File: config.mk
export PLATFORM = sky130hd
export DESIGN_NAME = nbi_ctrl
export DESIGN_NICKNAME = d
export VERILOG_FILES = /design/src/design/nbi_pkg.sv /design/src/design/nbi_ctrl.sv
export SDC_FILE = /design/constraint.sdc
export NUM_CORES = 1
export LEC_CHECK = 0
export ABC_CLOCK_PERIOD_IN_PS = 1250
export CORE_MARGIN = 8
export CORE_UTILIZATION = 35
export DETAILED_ROUTE_END_ITERATION = 10
export DONT_BUFFER_PORTS = 1
export PLACE_DENSITY_LB_ADDON = 0.12
export SLEW_MARGIN = 20
export SYNTH_ARGS = -nofsm -noshare
export SYNTH_HDL_FRONTEND = slang
export SYNTH_SLANG_ARGS = --single-unit
File: constraint.sdc
create_clock -name clk -period 1.25 [get_ports clk]
set_input_delay 0.375 -clock clk [delete_from_list [all_inputs] [get_ports clk]]
set_output_delay 0.375 -clock clk [all_outputs]
set_load 0.02 [all_outputs]
File: src/design/nbi_pkg.sv
// types, codes and arithmetic helpers for the backward difference interpolator
package nbi_pkg;

	localparam int MAX_POINTS_DEF = 16;
	localparam int PC_W           = 5;
	localparam int DIV_W          = 49;
	localparam int DSR_W          = 33;
	localparam int DCNT_W         = 6;
	localparam int WIDE_W         = 66;

	typedef enum logic [1:0] {
		OP_CLEAR = 2'd0,
		OP_LOAD  = 2'd1,
		OP_QUERY = 2'd2,
		OP_NOP   = 2'd3
	} op_t;

	typedef enum logic [1:0] {
		ST_OK   = 2'd0,
		ST_FULL = 2'd1,
		ST_FEW  = 2'd2,
		ST_ZERO = 2'd3
	} stat_t;

	typedef enum logic [3:0] {
		S_IDLE,
		S_DECODE,
		S_LOAD,
		S_DIVI,
		S_DIV,
		S_PSET,
		S_M1,
		S_M2,
		S_M3,
		S_M4,
		S_M5,
		S_M6,
		S_QEND,
		S_FIN
	} state_t;

	typedef struct packed {
		logic start;
		logic decode;
		logic load_step;
		logic div_init;
		logic div_step;
		logic p_set;
		logic m1;
		logic m2;
		logic m3;
		logic m4;
		logic m5;
		logic m6;
		logic q_end;
		logic out_load;
	} cmd_t;

	typedef struct packed {
		op_t   op;
		stat_t dec_status;
		logic  load_last;
		logic  div_last;
		logic  has_terms;
		logic  mac_last;
	} sts_t;

	function automatic logic signed [31:0] sat32(input logic signed [WIDE_W-1:0] v);
		logic signed [31:0] r;
		if (v > 66'sd2147483647)
			r = 32'sh7fffffff;
		else if (v < -66'sd2147483648)
			r = 32'sh80000000;
		else
			r = v[31:0];
		return r;
	endfunction

	// shift right 16, round half away from zero
	function automatic logic signed [WIDE_W-1:0] rnd16(input logic signed [WIDE_W-1:0] v);
		logic [WIDE_W-1:0] mag;
		logic [WIDE_W-1:0] r;
		mag = v[WIDE_W-1] ? WIDE_W'(-v) : WIDE_W'(v);
		r = (mag + WIDE_W'(32768)) >> 16;
		return v[WIDE_W-1] ? -$signed(r) : $signed(r);
	endfunction

	// 1/k! as unsigned Q.32
	function automatic logic [32:0] inv_fact(input logic [4:0] k);
		logic [32:0] r;
		case (k)
			5'd0:    r = 33'd4294967296;
			5'd1:    r = 33'd4294967296;
			5'd2:    r = 33'd2147483648;
			5'd3:    r = 33'd715827883;
			5'd4:    r = 33'd178956971;
			5'd5:    r = 33'd35791394;
			5'd6:    r = 33'd5965232;
			5'd7:    r = 33'd852176;
			5'd8:    r = 33'd106522;
			5'd9:    r = 33'd11836;
			5'd10:   r = 33'd1184;
			5'd11:   r = 33'd108;
			5'd12:   r = 33'd9;
			5'd13:   r = 33'd1;
			default: r = 33'd0;
		endcase
		return r;
	endfunction

endpackage

File: src/design/nbi_ctrl.sv
// controller state machine sequencing clear, load and query words
module nbi_ctrl import nbi_pkg::*; (
	input  logic clk,
	input  logic arst_n,
	input  logic in_valid,
	output logic in_stall,
	output logic out_valid,
	input  logic out_stall,
	input  sts_t sts,
	output cmd_t cmd
);

	state_t state_q, state_d;
	logic   out_valid_q;

	always_ff @(posedge clk or negedge arst_n) begin
		if (!arst_n) begin
			state_q     <= S_IDLE;
			out_valid_q <= 1'b0;
		end else begin
			state_q <= state_d;
			if (cmd.out_load)
				out_valid_q <= 1'b1;
			else if (out_valid_q && !out_stall)
				out_valid_q <= 1'b0;
		end
	end

	always_comb begin
		state_d = state_q;
		cmd     = '0;
		unique case (state_q)
			S_IDLE: begin
				if (in_valid) begin
					cmd.start = 1'b1;
					state_d   = S_DECODE;
				end
			end
			S_DECODE: begin
				cmd.decode = 1'b1;
				if (sts.op == OP_LOAD && sts.dec_status == ST_OK)
					state_d = S_LOAD;
				else if (sts.op == OP_QUERY && sts.dec_status == ST_OK)
					state_d = S_DIVI;
				else
					state_d = S_FIN;
			end
			S_LOAD: begin
				cmd.load_step = 1'b1;
				if (sts.load_last)
					state_d = S_FIN;
			end
			S_DIVI: begin
				cmd.div_init = 1'b1;
				state_d      = S_DIV;
			end
			S_DIV: begin
				cmd.div_step = 1'b1;
				if (sts.div_last)
					state_d = S_PSET;
			end
			S_PSET: begin
				cmd.p_set = 1'b1;
				state_d   = sts.has_terms ? S_M1 : S_QEND;
			end
			S_M1: begin
				cmd.m1  = 1'b1;
				state_d = S_M2;
			end
			S_M2: begin
				cmd.m2  = 1'b1;
				state_d = S_M3;
			end
			S_M3: begin
				cmd.m3  = 1'b1;
				state_d = S_M4;
			end
			S_M4: begin
				cmd.m4  = 1'b1;
				state_d = S_M5;
			end
			S_M5: begin
				cmd.m5  = 1'b1;
				state_d = S_M6;
			end
			S_M6: begin
				cmd.m6  = 1'b1;
				state_d = sts.mac_last ? S_QEND : S_M1;
			end
			S_QEND: begin
				cmd.q_end = 1'b1;
				state_d   = S_FIN;
			end
			S_FIN: begin
				if (!out_valid_q || !out_stall) begin
					cmd.out_load = 1'b1;
					state_d      = S_IDLE;
				end
			end
			default: state_d = S_IDLE;
		endcase
	end

	assign in_stall  = (state_q != S_IDLE);
	assign out_valid = out_valid_q;

endmodule

==> impl_metrics.csv, run 1 <==
group,metric,value,unit
status,status,"finished with violations",
status,violations,"setup timing",
timing,setup_tns,-5.77,ns
power,ir_drop,1450,uV
setup_path,cp.required,0.88,ns
power,power_density,2800,mW/mm2
timing,finClkSkew,0.00625,ns
setup_path,critPathLaunch,"state_q[0]",
logic_synthesis,synth_seq_cells,5,
power,p_seq_share,14.3,%
setup_path,path_class,"reg2out",
setup_path,critical_path_arrival,1.27,ns
setup_path,r2r_setup_slack,-0.30,ns
clocking,cts-root-buf,"clkbuf_4",
grt,grt_max_degree,9,
clocking,clk_latency,0.25,ns
placement,globalplace.congestion,0.868,
setup_path,cp_top_family,"flip-flops",
route,drc,0,
timing,worst_pin_slew,0.371,ns
logic_synthesis,synth_edf_count,0,
logic_synthesis,synth_nets,85,
min_path,hold_class,"in2reg",
timing,hold_viol,0,
finish,nNetsFinal,119,
setup_path,start_kind,"register",
finish,final_cells,121,
timing,maxSlewViolCount,0,
finish,area_growth,112,%
min_path,hp-start,"out_stall",
timing,period_needed,1.64,ns
finish,n_antenna_cell,0,
die,rows,13,
die,initial_core_util,38.2,%
die,num_io_pins,28,
logic_synthesis,syn_area,509,um2
timing,setup_ws,-0.391,ns
grt,globalRouteOverflowTotal,0,
clocking,h-tree-depth,1,
setup_path,cp_max_fo,6,
timing,slew_headroom,75.0,%
setup_path,critPathBufInv,1,
timing,period_share,131,%
placement,place_ws,-0.242,ns
logic_synthesis,syn_area_per_cell,6.98,um2
finish,drive_above_1_share,70.8,%
clocking,clkSinkCount,5,
timing,max_freq,609,MHz
placement,placed_cell_area,835,um2
clocking,cts_buffers,3,
clocking,clockBufferDepth,2,
logic_synthesis,syn_inst,73,
grt,antenna_found_initial,0,
power,p_comb_share,79.4,%
route,dr.first_iter.drc_count,16,
power,power.net_switching,1440,uW
logic_synthesis,yosys_warnings,0,
die,core,0.00133,mm2
placement,placedCellCount,106,
route,ant_nets,0,
logic_synthesis,synth_seq_area_share,24.6,%
route,routed_wl,2450,um
run,cap_violations,0,
placement,io_buffer_count,0,
finish,stdcell_area,0.00108,mm2
die,chipWidth,54.1,um
logic_synthesis,ys_async_sr_fraction,100,%
placement,post-dp-hpwl,1450,um
route,vias,724,
power,clkPwrFrac,6.3,%
grt,grt_pass1_vias,717,
setup_path,cpPeakStageDelay,0.46,ns
power,leakage,0.000439,uW
route,firstDrtPassIters,4,
power,p_sw_share,47.6,%
timing,rsz0062_at_grt,"yes",
setup_path,crit_chain,"buf_6 > or2_4 > nor2_4",
logic_synthesis,yosys-top-cells-area,"dfrtp_1, a21oi_1, nor2_1, nand2b_1, and3_1",
clocking,clk_pin_slew,0.05,ns
grt,track_usage,15.0,%
setup_path,crit_slowest_cell,"dfrtp_2",
logic_synthesis,synth_ff_type,"dfrtp_1",
setup_path,r2r_start,"state_q[0]",
logic_synthesis,synth_top_cell_by_area,"dfrtp_1",
setup_path,critical_path.endpoint_type,"output pin",
die,die_area,0.00293,mm2
clocking,cts_tree,"yes",
route,avgViaCountPerCell,5.98,
route,detail_route.wl_per_cell,20.2,um
power,p_int,1580,uW
die,die_height,54.1,um
timing,setup_viol,19,
logic_synthesis,yosysUniqueCellTypes,27,
logic_synthesis,synth_top_area_share,24.6,%
grt,grt_pass1_wl,3260,um
## power groups by stage
stage / clock (uW) / sequential [uW] / combinational, uW
5_1_grt: 217 / 438 / 2540
2_1_floorplan: 0 / 323 / 1200
3_5_place_dp: 0 / 379 / 1750
4_1_cts: 195 / 390 / 2030
3_3_place_gp: 0 / 377 / 1740
6_report: 190 / 431 / 2400
## Yosys cell counts, types with 2 or more instances
cell type / count
nand2b_1: 5
dfrtp_1: 5
nor2_1: 12
and3_1: 4
a21boi_0: 2
nor3_1: 4
nand2_1: 4
o21ai_0: 5
a21oi_1: 9
nor2b_1: 2
buf_2: 3
nor4_1: 3
## metal layers
metal | track usage, % | vias to the layer above | share of wire, %
li1 | - | 331 | -
met1 | 16.6 | 347 | 36
met2 | 25.0 | 40 | 52
met3 | 6.06 | 6 | 11
met4 | 5.74 | 0 | 1.5
met5 | 0 | - | 0
## through the flow
| stage | total power, uW | hold slack (ns) | utilization [%] |
|---|---|---|---|
| final | 3020 | 0.258 | 81.0 |
| after CTS | 2610 | 0.253 | 73.0 |
| after detailed placement | 2130 | 0.0796 | 62.6 |
| after global routing | 3200 | 0.274 | 81.0 |
| after floorplan | 1530 | 0.0794 | - |
| after global placement | 2120 | 0.0796 | 62.6 |
## registers in the layout, summed over array words and instances (netlist names)
name	flops
out_valid	1
state_q	4
## layout make-up
type	instances	area [um2]
Sequential cell	5	131
Clock buffer	4	26.3
Timing Repair Buffer	34	324
Tap cell	15	18.8
Multi-Input combinational cell	63	579
Fill cell	90	254
## worst paths after layout
check	cells after the start	end
setup / recovery	3	cmd[9]
hold / removal	2	out_valid
setup reg to reg	5	state_q[3]
hold reg to reg	2	out_valid
max in group asynchronous	1	state_q[3]
min in group asynchronous	1	state_q[0]
## cell families after synthesis
family                 after synthesis  share of synthesized area (%)
AO/OA/AOI/OAI                       22                           26.3
flip-flops                           5                           24.6
AND/OR/NAND/NOR                     39                           40.3
buffers and inverters                5                           5.16
XOR/XNOR                             1                           1.72
multiplexers                         1                           1.97
## cell usage in the layout, fill, tap and decap left out, drive strengths merged
| cell | Yosys | final |
|---|---|---|
| clkbuf | 1 | 4 |
| nor2b | 2 | 2 |
| nand3b | 1 | 1 |
| a31oi | 1 | 1 |
| o31a | 1 | 1 |
| xnor2 | 1 | 1 |
| o21bai | 1 | 1 |
| dlygate4sd3 | 0 | 1 |
| mux2i | 1 | 1 |
| o21ai | 6 | 6 |
| nand2b | 5 | 5 |
| nand3 | 1 | 1 |
| a21o | 1 | 1 |
| dfrtp | 5 | 5 |
| and3 | 4 | 4 |
| nand2 | 4 | 4 |
| buf | 4 | 33 |
| nor2 | 12 | 12 |
| nor4 | 3 | 3 |
| nor3 | 4 | 4 |
| a21oi | 9 | 9 |
| or2 | 2 | 2 |
| or4b | 1 | 1 |
| a21boi | 2 | 2 |
| o32a | 1 | 1 |
## timing repair
action,in CTS,in global routing
hold buffers,1,0
gates resized for setup,17,19
hold endpoints to repair,5,0
pin swaps,15,9
setup buffers,6,4
gates cloned,0,0
setup endpoints to repair,19,20
No activity file was read; power rests on OpenSTA's default activity.
==> inputs of run 2 (changes only) <==
Settings changed: ABC_CLOCK_PERIOD_IN_PS 1250 to 1500.
Clock period 1.25 ns to 1.5 ns, I/O delays scaled along.
==> run 2 against run 1 <==
Against the previous run: routed wire length decreased by 8.2%; highest routed layer unchanged; hold slack improved by 0.081 ns; power decreased by 24%; via count decreased by 5.1%; utilization decreased by 4.5 points; final area decreased by 5.6%; combinational power decreased by 26%; global-route usage decreased by 0.97 points; critical path depth increased by 1; the flow still finishes with violations (setup timing).
==> impl_metrics.csv, run 2 (synthesis results as in run 1) <==
group,metric,value,unit
status,status,"finished with violations",
status,violations,"setup timing",
die,initial_core_util,38.2,%
finish,finish.utilization,76.5,%
die,chipWidth,54.1,um
finish,register_area,130,um2
setup_path,r2r_start,"state_q[0]",
clocking,cts_buffers,3,
grt,gr-usage-met3,3.86,%
timing,worst_pin_slew,0.350,ns
grt,grt_max_degree,9,
clocking,cts_tree,"yes",
grt,gr-usage-met1,16.3,%
setup_path,r2r_setup_slack,-0.04,ns
placement,placedCellCount,101,
setup_path,critPathLaunch,"state_q[1]",
clocking,cts-root-buf,"clkbuf_4",
setup_path,crit_slowest_cell,"dfrtp_2",
grt,grt_busiest_layer,"met2",
power,power,2300,uW
timing,setup_viol,16,
grt,globalRouteOverflowTotal,0,
clocking,clk_pin_slew,0.05,ns
route,ant_nets,0,
die,die_area,0.00293,mm2
timing,max_freq,587,MHz
route,detail_route.wl_per_cell,18.7,um
placement,post-dp-hpwl,1320,um
finish,drive_above_1_share,66.7,%
clocking,clk_latency,0.24,ns
finish,num-fill-cells,90,
die,die_height,54.1,um
die,core,0.00133,mm2
min_path,hold_class,"in2reg",
setup_path,critical_path_arrival,1.25,ns
timing,maxSlewViolCount,0,
setup_path,cpPeakStageDelay,0.47,ns
timing,finClkSkew,0.00209,ns
timing,rsz0062_at_grt,"yes",
power,power_density,2250,mW/mm2
setup_path,cp.required,1.05,ns
route,avgViaCountPerCell,5.73,
setup_path,cp_max_fo,6,
run,cap_violations,0,
timing,setup_ws,-0.203,ns
grt,grt_pass1_vias,638,
finish,final_cells,120,
setup_path,start_kind,"register",
clocking,clkSinkCount,5,
timing,setup_tns,-2.06,ns
finish,n_antenna_cell,0,
finish,largest_reg_flops,4,
route,routed_wl,2250,um
route,drc,0,
clocking,h-tree-depth,1,
clocking,clockBufferDepth,2,
power,leakage,0.000427,uW
finish,multiInputGateArea,534,um2
finish,area_growth,100,%
setup_path,path_class,"reg2out",
placement,placed_cell_area,658,um2
finish,largest_register,"state_q",
grt,antenna_found_initial,0,
grt,track_usage,14.0,%
route,vias,687,
setup_path,r2r_end,"state_q[3]",
die,num_io_pins,28,
timing,slew_headroom,76.6,%
route,dr.first_iter.drc_count,9,
placement,io_buffer_count,0,
timing,period_share,114,%
setup_path,critical_path.endpoint_type,"output pin",
grt,grt_use_met2,24.4,%
setup_path,path_common_cell,"buf_6",
grt,grt_pass1_wl,3130,um
power,ir_drop,1300,uV
finish,final_cell_mix,"buf_6, buf_4, nor2_2, a21oi_1",
finish,stdcell_area,0.00102,mm2
placement,globalplace.congestion,0.763,
die,rows,13,
setup_path,rr_worst_depth,5,
setup_path,crit_end,"cmd[6]",
finish,nNetsFinal,118,
setup_path,crit_chain,"buf_6 > nand2_4 > nor2_2 > buf_6",
route,firstDrtPassIters,4,
timing,period_needed,1.70,ns
timing,hold_viol,0,
[run 2: worst max-delay path: cells and delay by family, from the launching register on]
family | cells | cell delay (ns)
AND/OR/NAND/NOR | 2 | 0.24
buffers and inverters | 2 | 0.30
flip-flops | 1 | 0.47
[run 2: how the worst min path moves through the flow]
stage | from | end | slack, ns | cells after the start
floorplan | arst_n | out_valid | 0.15 | 0
global placement | arst_n | out_valid | 0.15 | 0
detailed placement | arst_n | state_q[3] | 0.15 | 0
CTS | out_stall | out_valid | 0.33 | 2
global route | out_stall | out_valid | 0.35 | 2
finish | out_stall | out_valid | 0.34 | 2
[run 2: timing repair]
item                       CTS  global route
setup endpoints to repair   15            19
pin swaps                    6             8
hold buffers                 1             0
resized for setup           34            23
hold endpoints to repair     5             0
buffers inserted            10             4
[run 2: area by class of cell]
class / count / area share (%)
clock buffer: 4 / 2.58
multi-input combinational: 63 / 52.4
sequential: 5 / 12.8
tap: 15 / 1.84
timing repair buffer: 33 / 30.4
[run 2: power breakdown]
group | internal, uW | switching, uW | total, uW | leakage (uW)
logic | 904 | 866 | 1770 | 0.000353
clock network | 101 | 57.9 | 159 | 0.0000150
registers | 200 | 167 | 367 | 0.0000591
[run 2: through the flow]
stage / worst slack (ns) / hold slack, ns
after global routing: -0.233 / 0.346
after CTS: -0.153 / 0.331
after floorplan: -0.112 / 0.154
final: -0.203 / 0.339
after detailed placement: -0.00605 / 0.155
after global placement: -0.00908 / 0.155
[run 2: layer usage]
layer / vias to the layer above / part of all wire (%)
li1: 331 / -
met1: 331 / 40
met2: 23 / 51
met3: 2 / 7.7
met4: 0 / 0.71
met5: - / 0
